**config.mk**
```make
export PLATFORM = sky130hd
export DESIGN_NAME = csv_field_tokenizer_flat
export DESIGN_NICKNAME = d
export VERILOG_FILES = /design/src/hdl/csvt_pkg.sv /design/src/hdl/csvt_text_if.sv /design/src/hdl/csvt_token_if.sv /design/src/hdl/csvt_cfg_if.sv /design/src/hdl/csvt_cfg_regs.sv /design/src/hdl/csvt_core.sv /design/src/hdl/csv_field_tokenizer.sv /design/src/flat_wrapper.sv
export SDC_FILE = /design/constraint.sdc
export NUM_CORES = 1
export LEC_CHECK = 0
export ABC_AREA = 1
export BUFFER_PORTS_ARGS = -buffer_cell sky130_fd_sc_hd__buf_2
export CAP_MARGIN = 15
export CORE_MARGIN = 8
export CORE_UTILIZATION = 49
export DETAILED_ROUTE_END_ITERATION = 16
export GPL_ROUTABILITY_DRIVEN = 1
export PLACE_DENSITY_LB_ADDON = 0.25
export SLEW_MARGIN = 10
export SYNTH_ARGS = -nofsm -noshare
export SYNTH_HDL_FRONTEND = slang
export SYNTH_HIERARCHICAL = 1
export SYNTH_SLANG_ARGS = --single-unit
```
**constraint.sdc**
```tcl
create_clock -name clk -period 1.85 [get_ports clk]
set_input_delay 0.185 -clock clk [delete_from_list [all_inputs] [get_ports clk]]
set_output_delay 0.185 -clock clk [all_outputs]
set_load 0.02 [all_outputs]
```
**src/hdl/csvt_pkg.sv**
```systemverilog
// Shared types and constants for the CSV field tokenizer.
// No dependencies.
`timescale 1ns / 1ps
`default_nettype none
package csvt_pkg;

	localparam int unsigned BYTE_W  = 8;
	localparam int unsigned CFG_IDX_W = 8;
	localparam int unsigned CFG_DATA_W = 8;

	// Register indexes
	localparam logic [CFG_IDX_W-1:0] CFG_DELIMITER = 8'd0;
	localparam logic [CFG_IDX_W-1:0] CFG_REPLACE_LB = 8'd1;

	// Character codes
	localparam logic [BYTE_W-1:0] CH_QUOTE = 8'h22;
	localparam logic [BYTE_W-1:0] CH_CR    = 8'h0D;
	localparam logic [BYTE_W-1:0] CH_LF    = 8'h0A;
	localparam logic [BYTE_W-1:0] CH_SPACE = 8'h20;
	localparam logic [BYTE_W-1:0] DELIM_RESET = 8'd44;

	// Quote tracking codes
	localparam logic [1:0] QS_UNQUOTED = 2'd0;
	localparam logic [1:0] QS_INSIDE   = 2'd1;
	localparam logic [1:0] QS_AFTER    = 2'd2;

	typedef struct packed {
		logic [BYTE_W-1:0] delimiter;
		logic              replace_line_breaks;
	} cfg_t;

	typedef struct packed {
		logic [BYTE_W-1:0] in_byte;
		logic              end_of_data;
	} item_t;

	typedef struct packed {
		logic [BYTE_W-1:0] out_byte;
		logic              byte_valid;
		logic              field_end;
		logic              row_end;
	} result_t;

endpackage
`default_nettype wire

```
**src/hdl/csvt_text_if.sv**
```systemverilog
// Input channel: one CSV text byte or end-of-data mark per word.
// Depends on csvt_pkg.
`timescale 1ns / 1ps
`default_nettype none
interface csvt_text_if;
	logic                      valid;
	logic                      ready;
	logic [csvt_pkg::BYTE_W-1:0] in_byte;
	logic                      end_of_data;

	modport source(output valid, output in_byte, output end_of_data, input ready);
	modport sink(input valid, input in_byte, input end_of_data, output ready);
endinterface
`default_nettype wire

```
**src/hdl/csvt_token_if.sv**
```systemverilog
// Output channel: one token word (content byte or field/row end mark).
// Depends on csvt_pkg.
`timescale 1ns / 1ps
`default_nettype none
interface csvt_token_if;
	logic                      valid;
	logic                      ready;
	logic [csvt_pkg::BYTE_W-1:0] out_byte;
	logic                      byte_valid;
	logic                      field_end;
	logic                      row_end;

	modport source(output valid, output out_byte, output byte_valid, output field_end,
		output row_end, input ready);
	modport sink(input valid, input out_byte, input byte_valid, input field_end,
		input row_end, output ready);
endinterface
`default_nettype wire

```
**src/hdl/csvt_cfg_if.sv**
```systemverilog
// Configuration write channel: register index and write data.
// Depends on csvt_pkg.
`timescale 1ns / 1ps
`default_nettype none
interface csvt_cfg_if;
	logic                          valid;
	logic                          ready;
	logic [csvt_pkg::CFG_IDX_W-1:0]  index;
	logic [csvt_pkg::CFG_DATA_W-1:0] wdata;

	modport source(output valid, output index, output wdata, input ready);
	modport sink(input valid, input index, input wdata, output ready);
endinterface
`default_nettype wire

```
**src/hdl/csvt_cfg_regs.sv**
```systemverilog
// Configuration registers: delimiter and line break replacement mode.
// Depends on csvt_pkg and csvt_cfg_if.
`timescale 1ns / 1ps
`default_nettype none
module csvt_cfg_regs (
	input  wire logic    clk,
	input  wire logic    arst_n,
	csvt_cfg_if.sink     cfg,
	output csvt_pkg::cfg_t cfg_out
);
	csvt_pkg::cfg_t cfg_q;

	assign cfg.ready = 1'b1;
	assign cfg_out   = cfg_q;

	always_ff @(posedge clk or negedge arst_n) begin
		if (!arst_n) begin
			cfg_q.delimiter           <= csvt_pkg::DELIM_RESET;
			cfg_q.replace_line_breaks <= 1'b0;
		end else if (cfg.valid) begin
			case (cfg.index)
				csvt_pkg::CFG_DELIMITER: begin
					cfg_q.delimiter <= cfg.wdata;
				end
				csvt_pkg::CFG_REPLACE_LB: begin
					cfg_q.replace_line_breaks <= cfg.wdata[0];
				end
				default: begin
					// unknown index: ignored
				end
			endcase
		end
	end
endmodule
`default_nettype wire

```
**src/hdl/csvt_core.sv**
```systemverilog
// Tokenizer state and per-byte decision logic.
// Depends on csvt_pkg.
`timescale 1ns / 1ps
`default_nettype none
module csvt_core (
	input  wire logic            clk,
	input  wire logic            arst_n,
	input  wire logic            step_en,
	input  wire csvt_pkg::item_t item,
	input  wire csvt_pkg::cfg_t  cfg,
	output logic                 res_valid,
	output csvt_pkg::result_t    res
);
	logic [1:0] qs_q, qs_d;
	logic       skip_lf_q, skip_lf_d;
	logic       fhb_q, fhb_d;      // field has bytes
	logic       rhf_q, rhf_d;      // row has fields
	logic       cr_pend_q, cr_pend_d;

	logic                          unq;
	logic                          do_append;
	logic [csvt_pkg::BYTE_W-1:0]   app_byte;
	logic                          do_end;
	logic                          end_row;
	logic [csvt_pkg::BYTE_W-1:0]   b;

	always_comb begin
		b         = item.in_byte;
		qs_d      = qs_q;
		skip_lf_d = skip_lf_q;
		fhb_d     = fhb_q;
		rhf_d     = rhf_q;
		cr_pend_d = cr_pend_q;
		res_valid = 1'b0;
		res       = '0;
		unq       = 1'b0;
		do_append = 1'b0;
		app_byte  = b;
		do_end    = 1'b0;
		end_row   = 1'b0;

		if (item.end_of_data) begin
			res_valid     = fhb_q | rhf_q;
			res.field_end = 1'b1;
			res.row_end   = 1'b1;
			qs_d          = csvt_pkg::QS_UNQUOTED;
			fhb_d         = 1'b0;
			rhf_d         = 1'b0;
			cr_pend_d     = 1'b0;
		end else begin
			case (qs_q)
				csvt_pkg::QS_AFTER: begin
					if (b == csvt_pkg::CH_QUOTE) begin
						// doubled quote: literal quote
						qs_d      = csvt_pkg::QS_INSIDE;
						do_append = 1'b1;
					end else begin
						skip_lf_d = 1'b0;
						qs_d      = csvt_pkg::QS_UNQUOTED;
						unq       = 1'b1;
					end
				end
				csvt_pkg::QS_INSIDE: begin
					if (b == csvt_pkg::CH_QUOTE)
						qs_d = csvt_pkg::QS_AFTER;
					else
						do_append = 1'b1;
				end
				default: begin
					qs_d = csvt_pkg::QS_UNQUOTED;
					unq  = 1'b1;
				end
			endcase

			if (unq) begin
				if (b == csvt_pkg::CH_QUOTE) begin
					qs_d = csvt_pkg::QS_INSIDE;
				end else if (b == csvt_pkg::CH_CR) begin
					skip_lf_d = 1'b1;
					do_end    = 1'b1;
					end_row   = 1'b1;
				end else if (b == csvt_pkg::CH_LF) begin
					if (skip_lf_d) begin
						skip_lf_d = 1'b0;
					end else begin
						do_end  = 1'b1;
						end_row = 1'b1;
					end
				end else begin
					skip_lf_d = 1'b0;
					if (b == cfg.delimiter)
						do_end = 1'b1;
					else
						do_append = 1'b1;
				end
			end

			if (do_append) begin
				if (cfg.replace_line_breaks &&
						(app_byte == csvt_pkg::CH_CR || app_byte == csvt_pkg::CH_LF)) begin
					if (app_byte == csvt_pkg::CH_LF && cr_pend_q) begin
						// LF of a replaced CRLF: dropped
						cr_pend_d = 1'b0;
					end else begin
						cr_pend_d      = (app_byte == csvt_pkg::CH_CR);
						fhb_d          = 1'b1;
						res_valid      = 1'b1;
						res.out_byte   = csvt_pkg::CH_SPACE;
						res.byte_valid = 1'b1;
					end
				end else begin
					cr_pend_d      = 1'b0;
					fhb_d          = 1'b1;
					res_valid      = 1'b1;
					res.out_byte   = app_byte;
					res.byte_valid = 1'b1;
				end
			end

			if (do_end) begin
				fhb_d         = 1'b0;
				cr_pend_d     = 1'b0;
				rhf_d         = ~end_row;
				res_valid     = 1'b1;
				res.field_end = 1'b1;
				res.row_end   = end_row;
			end
		end
	end

	always_ff @(posedge clk or negedge arst_n) begin
		if (!arst_n) begin
			qs_q      <= csvt_pkg::QS_UNQUOTED;
			skip_lf_q <= 1'b0;
			fhb_q     <= 1'b0;
			rhf_q     <= 1'b0;
			cr_pend_q <= 1'b0;
		end else if (step_en) begin
			qs_q      <= qs_d;
			skip_lf_q <= skip_lf_d;
			fhb_q     <= fhb_d;
			rhf_q     <= rhf_d;
			cr_pend_q <= cr_pend_d;
		end
	end
endmodule
`default_nettype wire

```
**src/hdl/csv_field_tokenizer.sv**
```systemverilog
// Top level of the CSV field tokenizer: input register, core, result register.
// Depends on csvt_pkg, csvt_text_if, csvt_token_if, csvt_cfg_if, csvt_cfg_regs,
// csvt_core.
//
//   channel | dir | words                                  | handshake
//   text    | in  | in_byte, end_of_data                   | valid/ready
//   token   | out | out_byte, byte_valid, field_end, row_end | valid/ready
//   cfg     | in  | index, wdata                           | valid/ready (ready tied high)
//
// Flow: one text word per clock while token.ready is high. A word is first
// registered in the input register; the core then decides from it and updates
// its state while the result (if any) is loaded into the token register.
// Words that produce no token (opening or closing quote, swallowed LF, dropped LF
// of a replaced CRLF, empty end of data) simply retire from the input register.
// Reset: arst_n clears quote state, row/field flags, valid bits; delimiter
// returns to ',' and line break replacement is off.
// Stalls: token.ready low holds the token register; the input register then
// holds only if its word has a token to give, and text.ready falls with it.
`timescale 1ns / 1ps
`default_nettype none
module csv_field_tokenizer (
	input  wire logic     clk,
	input  wire logic     arst_n,
	csvt_text_if.sink     text,
	csvt_token_if.source  token,
	csvt_cfg_if.sink      cfg
);
	csvt_pkg::cfg_t    cfg_cur;
	csvt_pkg::item_t   item_s1;
	logic              valid_s1;
	logic              res_valid;
	csvt_pkg::result_t res;
	csvt_pkg::result_t out_q;
	logic              out_valid_q;
	logic              out_free;
	logic              move_s1;
	logic              load_s1;

	csvt_cfg_regs u_cfg (
		.clk     (clk),
		.arst_n  (arst_n),
		.cfg     (cfg),
		.cfg_out (cfg_cur)
	);

	// Token register can take a new word when empty or being drained.
	assign out_free = ~out_valid_q | token.ready;
	// Input word retires when it has nothing to emit or the token register is free.
	assign move_s1  = valid_s1 & (~res_valid | out_free);
	assign text.ready = ~valid_s1 | move_s1;
	assign load_s1  = text.valid & text.ready;

	always_ff @(posedge clk or negedge arst_n) begin
		if (!arst_n)
			valid_s1 <= 1'b0;
		else if (text.ready)
			valid_s1 <= text.valid;
	end

	always_ff @(posedge clk) begin
		if (load_s1) begin
			item_s1.in_byte     <= text.in_byte;
			item_s1.end_of_data <= text.end_of_data;
		end
	end

	csvt_core u_core (
		.clk       (clk),
		.arst_n    (arst_n),
		.step_en   (move_s1),
		.item      (item_s1),
		.cfg       (cfg_cur),
		.res_valid (res_valid),
		.res       (res)
	);

	always_ff @(posedge clk or negedge arst_n) begin
		if (!arst_n)
			out_valid_q <= 1'b0;
		else if (out_free)
			out_valid_q <= move_s1 & res_valid;
	end

	always_ff @(posedge clk) begin
		if (out_free && move_s1 && res_valid)
			out_q <= res;
	end

	assign token.valid      = out_valid_q;
	assign token.out_byte   = out_q.out_byte;
	assign token.byte_valid = out_q.byte_valid;
	assign token.field_end  = out_q.field_end;
	assign token.row_end    = out_q.row_end;
endmodule
`default_nettype wire
```
**src/flat_wrapper.sv**
```systemverilog
// flat-port wrapper written by rule: the top's interface ports become plain ports
module csv_field_tokenizer_flat 
  (clk, arst_n, text_valid, text_in_byte, text_end_of_data, text_ready, token_valid, token_out_byte, token_byte_valid, token_field_end, token_row_end, token_ready, cfg_valid, cfg_index, cfg_wdata, cfg_ready);
  csvt_text_if text_i ();
  csvt_token_if token_i ();
  csvt_cfg_if cfg_i ();
  input  wire logic clk;
  input  wire logic arst_n;
  input wire logic [$bits(text_i.valid)-1:0] text_valid;
  input wire logic [$bits(text_i.in_byte)-1:0] text_in_byte;
  input wire logic [$bits(text_i.end_of_data)-1:0] text_end_of_data;
  output wire logic [$bits(text_i.ready)-1:0] text_ready;
  output wire logic [$bits(token_i.valid)-1:0] token_valid;
  output wire logic [$bits(token_i.out_byte)-1:0] token_out_byte;
  output wire logic [$bits(token_i.byte_valid)-1:0] token_byte_valid;
  output wire logic [$bits(token_i.field_end)-1:0] token_field_end;
  output wire logic [$bits(token_i.row_end)-1:0] token_row_end;
  input wire logic [$bits(token_i.ready)-1:0] token_ready;
  input wire logic [$bits(cfg_i.valid)-1:0] cfg_valid;
  input wire logic [$bits(cfg_i.index)-1:0] cfg_index;
  input wire logic [$bits(cfg_i.wdata)-1:0] cfg_wdata;
  output wire logic [$bits(cfg_i.ready)-1:0] cfg_ready;
  assign text_i.valid = text_valid;
  assign text_i.in_byte = text_in_byte;
  assign text_i.end_of_data = text_end_of_data;
  assign text_ready = text_i.ready;
  assign token_valid = token_i.valid;
  assign token_out_byte = token_i.out_byte;
  assign token_byte_valid = token_i.byte_valid;
  assign token_field_end = token_i.field_end;
  assign token_row_end = token_i.row_end;
  assign token_i.ready = token_ready;
  assign cfg_i.valid = cfg_valid;
  assign cfg_i.index = cfg_index;
  assign cfg_i.wdata = cfg_wdata;
  assign cfg_ready = cfg_i.ready;
  csv_field_tokenizer u_core (.clk(clk), .arst_n(arst_n), .text(text_i), .token(token_i), .cfg(cfg_i));
endmodule
```
==> impl_metrics.py <==
metrics = {
    "outcome": {
        "status": "finished, violations left",
        "violations": "negative setup slack",
    },
    "timing": {
        "finClkSkew_ps": 6.742,
        "min_period_ps": 2236,
        "period_share": 1.209,
        "setup_slack_ps": -386.5,
        "fmax_mhz": 447.1,
        "slew_violations": 0,
        "grt_setup_unrepaired": "true",
        "setup_viol": 29,
        "hold_viol": 0,
    },
    "job": {
        "maxCapViolations": 0,
    },
    "logic_synthesis": {
        "synthTopCellsByArea": "edfxtp_1 29%, dfrtp_1 17%, nand2_1 11%",
        "syn-cell-area_mm2": 0.002054,
        "ys_ff_latch": 37,
        "synth_cells": 233,
        "yosysSeqAreaShare": 0.5012,
        "synth_xor_area_frac": 0.01705,
        "synthAdderAreaFrac": 0.01218,
        "syn_avg_cell_area_um2": 8.817,
        "synth_mux_area_frac": 0,
        "yosysTopAreaCellShare": 0.2923,
        "syn_nets": 265,
        "ys_types": 33,
        "synth_top_family_by_area": "simple AND/OR/NAND/NOR gates",
        "synth_compound_area_frac": 0.04080,
        "yosysWarnings": 6,
        "yosys.area_share.simple": 0.3465,
        "synth_top_area_cell": "edfxtp_1",
    },
    "clock_network": {
        "clk_latency_ps": 290,
        "clock_path_buffers": 2,
        "clkTransAtPathRegs_ps": 70,
        "root_buffer": "clkbuf_8",
        "numCtsBuffers": 5,
        "cts_tree": "yes",
        "cts.sinks": 37,
        "htree_levels": 2,
    },
    "cells_and_area": {
        "antenna_cells": 0,
        "fin_area_mm2": 0.002984,
        "final_cell_mix": "51 x nand2_1, 42 x buf_4, 41 x buf_2",
        "nNetsFinal": 361,
        "utilization": 0.7407,
        "syn2layout_area_growth_pct": 45.25,
        "drive_above_1_share": 0.5485,
        "final_common_cell": "nand2_1",
    },
    "pwr": {
        "p_switching_mw": 0.6714,
        "internal_power_mw": 1.636,
        "power.total_mw": 2.307,
        "p_leak_nw": 1.456,
        "p_comb_frac": 0.258,
        "vdd_drop_max_mv": 0.5523,
        "pwr-share-seq": 0.453,
        "p_per_area_mw_per_mm2": 773.1,
        "switching_share": 0.2910,
        "pwr-share-clk": 0.289,
    },
    "die": {
        "fp.dieW_um": 80.75,
        "io_pins": 44,
        "start_util": 0.5099,
        "die_h_um": 80.75,
        "row_count": 23,
        "coreArea_mm2": 0.004029,
        "design.die.area_mm2": 0.006521,
    },
    "route": {
        "routed_wl_um": 5287,
        "vias_per_cell": 4.979,
        "drc": 0,
        "wl_per_cell_um": 13.91,
        "drt_iter0_markers": 87,
        "final_antenna_net_count": 0,
        "num_vias": 1892,
        "dr.pass1.iters": 4,
    },
    "worst_setup_path": {
        "setup.worst_path.start_class": "flop",
        "cp.arrival_ps": 2050,
        "worstPathCellList": "inv_1 -> nand4_1 -> inv_2 -> nand2_1 -> inv_2 -> nand3_2 -> nand2_2 -> nor2_4 -> a21oi_4 -> buf_6 -> nand4_4 -> buf_6",
        "critPathTopFamily": "buffers and inverters",
        "crit_buf_inv": 5,
        "worst_path_max_delay_cell": "edfxtp_1",
        "worstPathMaxFanout": 3,
        "criticalPathCategory": "reg2out",
        "r2r_slack_ps": -370,
        "cpPeakStageDelay_ps": 460,
        "crit_required_ps": 1660,
        "worst_setup_path_end_kind": "primary output",
    },
    "placed_design": {
        "hpwl_um": 3591,
        "post_dp_cell_area_mm2": 0.002605,
        "gp_congestion": 0.9425,
        "io_buffers": 42,
    },
    "global_routing": {
        "grt_max_degree": 18,
        "antenna_found_initial": 0,
        "grt_pass1_wl_um": 8031,
        "grt_pass1_vias": 1893,
        "overflow": 0,
        "track_usage": 0.1588,
    },
    "hold_path": {
        "hp-class": "in2reg",
    },
}
[state kept, by name (all words and copies together), names as in the netlist, named ones only]
| register | count |
|---|---|
| u_core/item_s1 | 9 |
| u_core/u_cfg/cfg_out | 9 |
| u_core/token.out_byte | 8 |
| u_core/u_core/qs_q | 2 |
| u_core/token.byte_valid | 1 |
| u_core/token.field_end | 1 |
| u_core/token.row_end | 1 |
| u_core/token.valid | 1 |
| u_core/u_core/cr_pend_q | 1 |
| u_core/u_core/fhb_q | 1 |
| u_core/u_core/rhf_q | 1 |
| u_core/valid_s1 | 1 |
[worst register-to-register path, delay by kind of cell, from the launching register on]
kind                   cells  cell delay [ps]
AND/OR/NAND/NOR           13             1050
flip-flops                 1              480
buffers and inverters      3              240
XOR/XNOR                   1              190
AO/OA/AOI/OAI              2              140
[cell usage after synthesis]
library cell  number
nand2_1           59
inv_1             31
edfxtp_1          20
nand3_1           18
nor2_1            16
dfrtp_1           14
nand2_2           10
inv_2              7
nor3_2             7
a21oi_1            6
nor2_2             6
nand3_2            4
xnor2_1            4
dfstp_2            3
nand4_1            3
nor2_4             3
o21ai_0            3
ha_1               2
nand2_4            2
nor3_1             2
a21oi_2            1
buf_2              1
buf_4              1
clkinv_1           1
conb_1             1
inv_4              1
nand4_2            1
nor2_8             1
o21ai_1            1
o21ai_2            1
o21ai_4            1
or2_0              1
or2_2              1
[through the flow]
| step | instances | hold slack [ps] | TNS (ps) | setup WS (ps) |
|---|---|---|---|---|
| global placement | 355 | 145.8 | -3364 | -166.0 |
| CTS | 374 | 57.68 | -6365 | -362.4 |
| detailed placement | 355 | 142.5 | -5108 | -220.4 |
| global route | 380 | 58.85 | -13520 | -555.7 |
| floorplan | 233 | -110.6 | -1206 | -118.4 |
| finish | 380 | 65.41 | -8876 | -386.5 |
[power by group through the flow]
| stage | sequential [mW] | clock, mW | combinational [mW] |
|---|---|---|---|
| 2_1_floorplan | 1.10 | 0 | 0.224 |
| 3_3_place_gp | 1.05 | 0 | 0.463 |
| 3_5_place_dp | 1.06 | 0 | 0.471 |
| 4_1_cts | 1.04 | 0.684 | 0.522 |
| 5_1_grt | 1.06 | 0.714 | 0.645 |
| 6_report | 1.04 | 0.668 | 0.594 |
[layout make-up]
class                           count  area (um^2)
Clock buffer                        6        72.57
Clock inverter                      2        33.78
Fill cell                         308         1045
Inverter                           40        167.7
Multi-Input combinational cell    154         1017
Sequential cell                    37         1030
Tap cell                           50        62.56
Timing Repair Buffer               89        586.8
Timing Repair inverter              2        13.76
[cells by family (layout without fill, tap and decap cells)]
kind of cell	after synthesis	after routing
and+or+nand+nor	134	134
buffers and inverters	42	139
DFF	37	37
AOI/OAI and AO/OA	13	13
xor gates and xnor gates	4	4
adders and majority gates	2	2
other	1	1
[timing repair]
action / CTS / global route
cloned: 1 / 1
hold buffers: 1 / 0
buffers inserted: 9 / 5
pin swaps: 12 / 10
resized for setup: 15 / 33
hold endpoints to repair: 14 / 0
setup endpoints to repair: 27 / 38
[path summary, 6_finish.rpt]
check	cells past startpoint	from	endpoint
setup / recovery	12	u_core/item_s1[6]$_DFFE_PP_	text_ready
hold / removal	1	text_in_byte[2]	u_core/item_s1[3]$_DFFE_PP_
setup reg to reg	19	u_core/item_s1[2]$_DFFE_PP_	flop
hold reg to reg	2	u_core/u_cfg/cfg_out[3]$_DFFE_PN1P_	u_core/u_cfg/cfg_out[3]$_DFFE_PN1P_
max in group asynchronous	2	arst_n	u_core/u_cfg/cfg_out[3]$_DFFE_PN1P_
min in group asynchronous	2	arst_n	asynchronous set/reset pin
[layer usage]
metal / track usage / up-vias / share of wire
met4: 0.08750 / 0 / 0.031
met5: 0 / - / 0
met1: 0.1809 / 874 / 0.40
met2: 0.2711 / 69 / 0.51
li1: - / 933 / -
met3: 0.03532 / 16 / 0.061
Note: power is estimated with default switching activity, not from simulation.
